**config.mk**
```make
export PLATFORM = sky130hd
export DESIGN_NAME = blum_integer_test_top_flat
export DESIGN_NICKNAME = d
export VERILOG_FILES = /design/src/rtl/core/blumt_pkg.sv /design/src/rtl/core/blumt_channels.sv /design/src/rtl/core/blumt_divider.sv /design/src/rtl/core/blum_integer_test_top.sv /design/src/flat_wrapper.sv
export SDC_FILE = /design/constraint.sdc
export NUM_CORES = 1
export LEC_CHECK = 0
export BUFFER_PORTS_ARGS = -buffer_cell sky130_fd_sc_hd__buf_2
export CORE_MARGIN = 5
export CORE_UTILIZATION = 37
export DETAILED_ROUTE_END_ITERATION = 10
export PLACE_DENSITY = 0.57
export REMOVE_ABC_BUFFERS = 1
export SLEW_MARGIN = 10
export SYNTH_ARGS = -nofsm -noshare
export SYNTH_HDL_FRONTEND = slang
export SYNTH_SLANG_ARGS = --single-unit
```
**constraint.sdc**
```tcl
create_clock -name clk -period 9.8 [get_ports clk]
set_input_delay 0.49 -clock clk [delete_from_list [all_inputs] [get_ports clk]]
set_output_delay 0.49 -clock clk [all_outputs]
set_load 0.01 [all_outputs]
```
**src/rtl/core/blumt_pkg.sv**
```systemverilog
// Package for the Blum integer test block: widths, sequencer states and
// the request/response structs of the shared remainder unit.
// No dependencies.
package blumt_pkg;

	localparam int NUM_WIDTH = 16;
	localparam int DIV_W     = NUM_WIDTH / 2 + 1;
	localparam int SQ_W      = NUM_WIDTH + 2;
	localparam int CNT_W     = $clog2(NUM_WIDTH + 1);
	localparam int FACTOR_W  = 8;

	typedef enum logic [2:0] {
		ST_IDLE,
		ST_CHECK,
		ST_DIV,
		ST_EVAL,
		ST_DONE
	} state_t;

	typedef enum logic {
		PH_FACTOR,
		PH_COFACTOR
	} phase_t;

	typedef struct packed {
		logic                 start;
		logic [NUM_WIDTH-1:0] dividend;
		logic [DIV_W-1:0]     divisor;
	} div_req_t;

	typedef struct packed {
		logic                 done;
		logic [NUM_WIDTH-1:0] quotient;
		logic [DIV_W-1:0]     remainder;
	} div_rsp_t;

endpackage

```
**src/rtl/core/blumt_channels.sv**
```systemverilog
// Valid/ready channel interfaces for the number input and the result output.
// Depends on blumt_pkg.
interface blumt_in_if;
	logic                           valid;
	logic                           ready;
	logic [blumt_pkg::NUM_WIDTH-1:0] number;

	modport source(output valid, output number, input ready);
	modport sink(input valid, input number, output ready);
endinterface

interface blumt_out_if;
	logic                          valid;
	logic                          ready;
	logic                          is_blum;
	logic [blumt_pkg::FACTOR_W-1:0] small_factor;

	modport source(output valid, output is_blum, output small_factor, input ready);
	modport sink(input valid, input is_blum, input small_factor, output ready);
endinterface

```
**src/rtl/core/blumt_divider.sv**
```systemverilog
// Restoring divider that yields one quotient bit per cycle.
// Depends on blumt_pkg for widths and the request/response structs.
module blumt_divider (
	input  logic                clk,
	input  logic                arst_n,
	input  blumt_pkg::div_req_t req,
	output blumt_pkg::div_rsp_t rsp
);

	logic                            busy_q;
	logic                            done_q;
	logic [blumt_pkg::CNT_W-1:0]     cnt_q;
	logic [blumt_pkg::NUM_WIDTH-1:0] quot_q;
	logic [blumt_pkg::DIV_W-1:0]     rem_q;
	logic [blumt_pkg::DIV_W-1:0]     divisor_q;
	logic [blumt_pkg::DIV_W:0]       trial;
	logic [blumt_pkg::DIV_W:0]       diff;
	logic                            fits;

	// Shift the next dividend bit into the partial remainder and try a subtract.
	assign trial = {rem_q, quot_q[blumt_pkg::NUM_WIDTH-1]};
	assign diff  = trial - {1'b0, divisor_q};
	assign fits  = trial >= {1'b0, divisor_q};

	always_ff @(posedge clk or negedge arst_n) begin
		if (!arst_n) begin
			busy_q <= 1'b0;
			done_q <= 1'b0;
			cnt_q  <= '0;
		end else begin
			done_q <= 1'b0;
			if (req.start) begin
				busy_q <= 1'b1;
				cnt_q  <= blumt_pkg::CNT_W'(blumt_pkg::NUM_WIDTH);
			end else if (busy_q) begin
				cnt_q <= cnt_q - 1'b1;
				if (cnt_q == blumt_pkg::CNT_W'(1)) begin
					busy_q <= 1'b0;
					done_q <= 1'b1;
				end
			end
		end
	end

	always_ff @(posedge clk) begin
		if (req.start) begin
			quot_q    <= req.dividend;
			rem_q     <= '0;
			divisor_q <= req.divisor;
		end else if (busy_q) begin
			quot_q <= {quot_q[blumt_pkg::NUM_WIDTH-2:0], fits};
			rem_q  <= fits ? diff[blumt_pkg::DIV_W-1:0] : trial[blumt_pkg::DIV_W-1:0];
		end
	end

	assign rsp.done      = done_q;
	assign rsp.quotient  = quot_q;
	assign rsp.remainder = rem_q;

endmodule

```
**src/rtl/core/blum_integer_test_top.sv**
```systemverilog
// Top level of the Blum integer test: sequencer, trial-division datapath
// and output register. Depends on blumt_pkg, blumt_channels, blumt_divider.
//
// Usage: one number arrives per transfer on in_ch; for each one exactly one
// result transfer leaves on out_ch carrying is_blum and small_factor (the
// smaller prime p, or 0 when the number is not a Blum integer).
// The block factors by trial division. Candidate divisors d run upward from
// 2 while d*d does not exceed the value; d*d is kept incrementally, so no
// multiplier is needed. Every trial uses the one shared restoring divider,
// which delivers one quotient bit per cycle; a trial passes through the
// check state, the divider's shift-and-subtract steps, its done strobe and
// the evaluation state. Once the least divisor p is found, the cofactor q is
// tested for primality with further trials starting again at p.
// The block works on one number at a time: in_ch.ready is high only while
// the sequencer is idle. Results wait in an output register; if the
// receiver stalls, the finished result holds there, and the sequencer can
// still take the next number and work on it until its own result is ready.
// Reset (arst_n low) empties the output register and returns the sequencer
// to idle; no other state needs clearing.
module blum_integer_test_top (
	input  logic        clk,
	input  logic        arst_n,
	blumt_in_if.sink    in_ch,
	blumt_out_if.source out_ch
);

	blumt_pkg::state_t state_q;
	blumt_pkg::state_t state_d;
	blumt_pkg::phase_t phase_q;

	logic [blumt_pkg::NUM_WIDTH-1:0] n_q;
	logic [blumt_pkg::NUM_WIDTH-1:0] v_q;
	logic [blumt_pkg::DIV_W-1:0]     d_q;
	logic [blumt_pkg::DIV_W-1:0]     p_q;
	logic [blumt_pkg::SQ_W-1:0]      sq_q;
	logic                            blum_q;

	logic                            out_valid_q;
	logic                            out_blum_q;
	logic [blumt_pkg::FACTOR_W-1:0]  out_factor_q;

	blumt_pkg::div_req_t div_req;
	blumt_pkg::div_rsp_t div_rsp;

	logic in_xfer;
	logic out_free;
	logic loop_end;
	logic rem_zero;
	logic factor_ok;

	blumt_divider u_divider (
		.clk    (clk),
		.arst_n (arst_n),
		.req    (div_req),
		.rsp    (div_rsp)
	);

	assign in_xfer  = in_ch.valid && in_ch.ready;
	assign out_free = !out_valid_q || out_ch.ready;
	// The trial loop stops once d*d exceeds the value under test.
	assign loop_end = sq_q > blumt_pkg::SQ_W'(v_q);
	assign rem_zero = div_rsp.remainder == '0;
	// The least divisor must lie strictly below sqrt(n), and both factors
	// must be 3 mod 4.
	assign factor_ok = (sq_q < blumt_pkg::SQ_W'(n_q)) && (d_q[1:0] == 2'b11)
		&& (div_rsp.quotient[1:0] == 2'b11);

	// Next-state logic of the sequencer.
	always_comb begin
		state_d = state_q;
		case (state_q)
			blumt_pkg::ST_IDLE: begin
				if (in_xfer) begin
					if (in_ch.number < blumt_pkg::NUM_WIDTH'(2)) begin
						state_d = blumt_pkg::ST_DONE;
					end else begin
						state_d = blumt_pkg::ST_CHECK;
					end
				end
			end
			blumt_pkg::ST_CHECK: begin
				state_d = loop_end ? blumt_pkg::ST_DONE : blumt_pkg::ST_DIV;
			end
			blumt_pkg::ST_DIV: begin
				if (div_rsp.done) begin
					state_d = blumt_pkg::ST_EVAL;
				end
			end
			blumt_pkg::ST_EVAL: begin
				if (rem_zero && (phase_q == blumt_pkg::PH_COFACTOR || !factor_ok)) begin
					state_d = blumt_pkg::ST_DONE;
				end else begin
					state_d = blumt_pkg::ST_CHECK;
				end
			end
			blumt_pkg::ST_DONE: begin
				if (out_free) begin
					state_d = blumt_pkg::ST_IDLE;
				end
			end
			default: state_d = blumt_pkg::ST_IDLE;
		endcase
	end

	// Control outputs of the sequencer.
	always_comb begin
		in_ch.ready          = 1'b0;
		div_req.start        = 1'b0;
		div_req.dividend     = v_q;
		div_req.divisor      = d_q;
		case (state_q)
			blumt_pkg::ST_IDLE:  in_ch.ready   = 1'b1;
			blumt_pkg::ST_CHECK: div_req.start = !loop_end;
			default: begin
				in_ch.ready   = 1'b0;
				div_req.start = 1'b0;
			end
		endcase
	end

	always_ff @(posedge clk or negedge arst_n) begin
		if (!arst_n) begin
			state_q <= blumt_pkg::ST_IDLE;
		end else begin
			state_q <= state_d;
		end
	end

	// Trial-division datapath.
	always_ff @(posedge clk) begin
		case (state_q)
			blumt_pkg::ST_IDLE: begin
				if (in_xfer) begin
					n_q     <= in_ch.number;
					v_q     <= in_ch.number;
					d_q     <= blumt_pkg::DIV_W'(2);
					sq_q    <= blumt_pkg::SQ_W'(4);
					phase_q <= blumt_pkg::PH_FACTOR;
					blum_q  <= 1'b0;
				end
			end
			blumt_pkg::ST_CHECK: begin
				// No divisor left: a prime cofactor completes a Blum integer,
				// while a prime input number is rejected.
				if (loop_end) begin
					blum_q <= phase_q == blumt_pkg::PH_COFACTOR;
				end
			end
			blumt_pkg::ST_EVAL: begin
				if (rem_zero) begin
					if (phase_q == blumt_pkg::PH_FACTOR && factor_ok) begin
						// Cofactor test starts at p: any divisor of q is at least p.
						phase_q <= blumt_pkg::PH_COFACTOR;
						v_q     <= div_rsp.quotient;
						p_q     <= d_q;
					end
				end else begin
					sq_q <= sq_q + blumt_pkg::SQ_W'({d_q, 1'b1});
					d_q  <= d_q + 1'b1;
				end
			end
			default: begin
				blum_q <= blum_q;
			end
		endcase
	end

	// Output register.
	always_ff @(posedge clk or negedge arst_n) begin
		if (!arst_n) begin
			out_valid_q <= 1'b0;
		end else if (state_q == blumt_pkg::ST_DONE && out_free) begin
			out_valid_q <= 1'b1;
		end else if (out_ch.ready) begin
			out_valid_q <= 1'b0;
		end
	end

	always_ff @(posedge clk) begin
		if (state_q == blumt_pkg::ST_DONE && out_free) begin
			out_blum_q   <= blum_q;
			out_factor_q <= blum_q ? p_q[blumt_pkg::FACTOR_W-1:0] : '0;
		end
	end

	assign out_ch.valid        = out_valid_q;
	assign out_ch.is_blum      = out_blum_q;
	assign out_ch.small_factor = out_factor_q;

endmodule
```
**src/flat_wrapper.sv**
```systemverilog
// flat-port wrapper written by rule: the top's interface ports become plain ports
module blum_integer_test_top_flat 
  (clk, arst_n, in_ch_valid, in_ch_number, in_ch_ready, out_ch_valid, out_ch_is_blum, out_ch_small_factor, out_ch_ready);
  blumt_in_if in_ch_i ();
  blumt_out_if out_ch_i ();
  input  logic clk;
  input  logic arst_n;
  input wire logic [$bits(in_ch_i.valid)-1:0] in_ch_valid;
  input wire logic [$bits(in_ch_i.number)-1:0] in_ch_number;
  output wire logic [$bits(in_ch_i.ready)-1:0] in_ch_ready;
  output wire logic [$bits(out_ch_i.valid)-1:0] out_ch_valid;
  output wire logic [$bits(out_ch_i.is_blum)-1:0] out_ch_is_blum;
  output wire logic [$bits(out_ch_i.small_factor)-1:0] out_ch_small_factor;
  input wire logic [$bits(out_ch_i.ready)-1:0] out_ch_ready;
  assign in_ch_i.valid = in_ch_valid;
  assign in_ch_i.number = in_ch_number;
  assign in_ch_ready = in_ch_i.ready;
  assign out_ch_valid = out_ch_i.valid;
  assign out_ch_is_blum = out_ch_i.is_blum;
  assign out_ch_small_factor = out_ch_i.small_factor;
  assign out_ch_i.ready = out_ch_ready;
  blum_integer_test_top u_core (.clk(clk), .arst_n(arst_n), .in_ch(in_ch_i), .out_ch(out_ch_i));
endmodule
```
==> flow_results.org <==
** Clock network
- Hold bufs inserted after CTS :: 1
- In this run the number of H-tree levels came out at 4.
- Number of buffers on the longest clock path :: 2
- Clock-pin slew was measured on the worst setup and hold paths at 0.06 ns.
- Post-cts repair resize count :: 0
- Worst-skew pair later-pin latency :: 0.41 ns
- The tree built by TritonCTS fans out to 123 sinks.
- Buffers inserted during post-CTS setup optimization :: 0
- TritonCTS built the clock tree.
- Clk Tree Root Cell :: sky130_fd_sc_hd__clkbuf_16
- TritonCTS buffer count :: 17

** STA
- Final Worst Setup Slack :: 6.53 ns
- After layout, the worst path uses 33.3% of the clock period.
- Setup Skew :: 0.0110 ns
- Max-slew headroom :: 36.0%
- Tmin final :: 3.27 ns
- Number of setup violations in the final report :: 0
- Setup repair after global routing left no endpoint under its margin.
- Highest Clock Rate :: 306 MHz
- Final hold analysis gives a worst-case slack of 0.278 ns.
- The number of failing hold endpoints at the final stage came to 0.
- Worst-Margin Slew :: 0.951 ns
- The number of max-slew violations in the final report was 0.
- In the final timing run, aggregate negative setup slack is 0 ns.

** Global routing
- Global routing finished with a remaining overflow of 0.
- The number of antenna violations at the first check in global routing is 0.
- Overall routing resource usage :: 14.5%
- The first global-routing pass estimated 24600 µm of wire.
- Maximum number of pins on one net before global-route repair :: 46
- Number of global-route vias before repair :: 4578

** Pwr
- Switch share :: 37.7%
- In this run, the combinational gates consume 38.0% of the power.
- Summing internal, switching and leakage power gives 2.51 mW.
- The clock network accounts for 22.7% of the total power.
- Internal power contribution :: 1.57 mW
- Pwr Density :: 325 nW/µm²
- Worst VDD drop :: 155 µV
- In this run, flip-flops and latches consume 39.3% of the power.
- Switching power summed over all nets :: 947 µW
- For this design the static power due to leakage is 3.20 nW.

** Finish
- Final cell count without fillers :: 897
- Layout cells sized above 1 :: 11.8%
- The layout has 1715 filler cells.
- Most common cell after layout, fill and taps aside :: sky130_fd_sc_hd__edfxtp_1
- Compared with the post-synthesis result, the final layout area differs by 14.3%.
- Area used by sequential logic in the layout :: 3550 µm²
- The multi-input combinational cells in the finished layout cover a total of 2950 µm².
- Commonest non-fill, non-tap cells in the layout :: 103 x sky130_fd_sc_hd__edfxtp_1, 75 x sky130_fd_sc_hd__nand2_1, 56 x sky130_fd_sc_hd__inv_1, 52 x sky130_fd_sc_hd__ha_1, 43 x sky130_fd_sc_hd__nor2_1
- Layout Nets :: 729
- The repair_antennas step left the layout with diodes totalling 0.

** Die
- During I/O placement, the number of pins put on the boundary was 31.
- Initial cell density of the core :: 37.6%
- Row generation in the floorplan step produced 49 rows.
- The floorplan step set the die width to 145 µm.
- The floorplan step defined a die boundary enclosing 21100 µm².
- Die Y :: 145 µm
- Area inside the core boundary :: 18000 µm²

** Detailed routing
- Wires add up to 15200 µm.
- In the routed layout, each cell is associated on average with a via count of 5.26.
- Antenna viol nets, final :: 0
- The detailed router finished its first iteration with 315 violations.
- For this run, design rule violations remaining after detail routing come to 0.
- After detailed routing, the met2 layer carries 7320 µm of wire.
- Detailed-routing wirelength on met1 :: 6990 µm
- The highest metal layer carrying signal wires in the routed design is met4.
- The pre-antenna-repair detailed-routing pass consisted of 5 iterations.
- Detailed routing placed a total of 662 µm of wire on met3.
- Total via count in the routed design :: 4721
- In the final routed layout, each cell accounts on average for 16.9 µm.

** Setup path
- Together, buffers and inverters on the worst path number 1.
- Worst path arrival time :: 3.31 ns
- For the worst setup path, the data required time is 9.84 ns.
- Slowest CP cell :: sky130_fd_sc_hd__or2_1
- In this design, the stage delay of the slowest critical-path cell is 0.66 ns.
- Critical path type :: flop to flop
- Among cell families on the critical path, the largest total delay comes from compound AO/OA/AOI/OAI gates.
- Of all nets on the critical path, the largest fanout is 43.
- The signal on the critical path passes through ha_1 -> a21o_1 -> a21oi_1 -> o221ai_1 -> a211o_1 -> a21boi_4 -> buf_4 -> or2_1.
- Critical path endpoint category :: flop
- Launching element type of the critical path :: flop

** Flow run
- Count of max-cap constraint violations :: 0

** Synthesis
- The synthesized netlist devotes 2.72% of its cell area to XOR and XNOR gates.
- Synthesis instantiated 62 different standard cells from the library.
- A synthesized cell averages 11.0 µm².
- Synthesis handed over a netlist of 615 instances.
- Primary FF master, synth :: sky130_fd_sc_hd__edfxtp_1
- By area, the combinational part of the netlist is dominated by simple AND/OR/NAND/NOR gates.
- Of the total synthesized cell area, the portion taken by full adders, half adders and majority gates is 10.2%.
- Yosys printed 0 warnings.
- Sequential share of the synthesized area :: 52.5%
- Post-synthesis instance area :: 6760 µm²
- Fraction of synthesis flops using an asynchronous set or reset pin :: 8.94%
- Compound-cell area share of the yosys netlist :: 10.5%
- Measured against the total synthesized area, the mux share comes to 4.00%.
- EDFF count, synth :: 103
- Summing the areas of all and, or, nand and nor instances in the mapped netlist gives 16.0% of the synthesized area.
- Post-synthesis sequential element count :: 123

** Placement
- At the end of routability-driven placement, the weighted congestion stood at 0.870.
- Detailed placement ended at an HPWL of 10900 µm.
- Worst Setup Slack post-DPL :: 6.53 ns
- During placement, the flow inserted port buffers numbering 30.
- Placed Instances :: 864

** Min path
- Type of the tightest min-delay check :: input port to flop

** Run status
- Result of the run :: complete, no violations
## registers in the layout (all words and copies together) (netlist names), 5 cells and up
| register | cells |
|---|---|
| u_core.sq_q | 18 |
| u_core.n_q | 16 |
| u_core.u_divider.quot_q | 16 |
| u_core.v_q | 16 |
| u_core.d_q | 9 |
| u_core.u_divider.divisor_q | 9 |
| u_core.u_divider.rem_q | 9 |
| u_core.out_ch.small_factor | 8 |
| u_core.p_q | 8 |
| u_core.u_divider.cnt_q | 5 |
## synthesized netlist by cell type, drive strengths merged, types with 8 or more instances
master	n	area, µm²
dfrtp	11	275
inv	56	210
and3	10	62.6
mux2	16	180
edfxtp	103	3090
xor2	9	78.8
clkbuf	8	30.0
nand2	76	288
nand4	8	50.1
o21ai	16	80.1
mux2i	9	90.1
nor2	43	161
xnor2	12	105
nor4	15	93.8
nand2b	11	68.8
ha	52	651
and2	11	68.8
nor3	14	70.1
a21oi	17	85.1
a211oi	14	105
nand3	14	70.1
dfxtp	9	180
a21o	15	114
## area by class of cell
| class | instances | area share [%] |
|---|---|---|
| multi-input cells | 422 | 38.2 |
| clock buffers | 20 | 5.65 |
| inverters | 56 | 2.72 |
| well taps | 229 | 3.71 |
| flip-flops and latches | 123 | 45.9 |
| clock inverters | 12 | 1.33 |
| repair buffers | 35 | 2.46 |
## power by group through the flow
stage          Combinational, mW  Sequential [mW]  Clock, mW
6_report                   0.957            0.987      0.571
5_1_grt                     1.08             1.01      0.608
4_1_cts                    0.965            0.987      0.583
3_5_place_dp               0.957            0.994          0
3_3_place_gp               0.936            0.989          0
2_1_floorplan              0.721            0.939          0
## cell families after synthesis
group                      Yosys count
AOI/OAI and AO/OA                  100
xor gates and xnor gates            21
adders and majority gates           54
buffers and inverters               70
DFF                                123
muxes                               25
and+or+nand+nor                    222
## metrics by stage
| stage | instance area (µm²) | utilization (%) |
|---|---|---|
| 5_1_grt | 7730 | 43.0 |
| 4_1_cts | 7730 | 43.0 |
| 3_5_place_dp | 7180 | 40.0 |
| 2_1_floorplan | 6700 | - |
| 3_3_place_gp | 7180 | 40.0 |
| 6_report | 7730 | 43.0 |
## worst paths after layout
path                                      start  cells past startpoint                       endpoint  slack (ns)
worst min-delay path            in_ch_number[7]                      1                  u_core.n_q[7]        0.28
max in group asynchronous                arst_n                      2      u_core.u_divider.cnt_q[2]        9.10
worst max-delay path             u_core.sq_q[3]                      8    u_core.u_divider.quot_q[12]        6.53
min in group asynchronous                arst_n                      2            u_core.out_ch.valid        0.48
worst max register to register   u_core.sq_q[3]                      8    u_core.u_divider.quot_q[12]        6.53
worst min register to register    u_core.p_q[3]                      1  u_core.out_ch.small_factor[3]        0.52
## per-layer routing
layer / global-route usage (%) / vias up
li1: - / 2329
met1: 19.6 / 2278
met2: 23.3 / 100
met3: 3.74 / 14
met4: 3.96 / 0
met5: 0 / -
No activity file was read; power rests on OpenSTA's default activity.
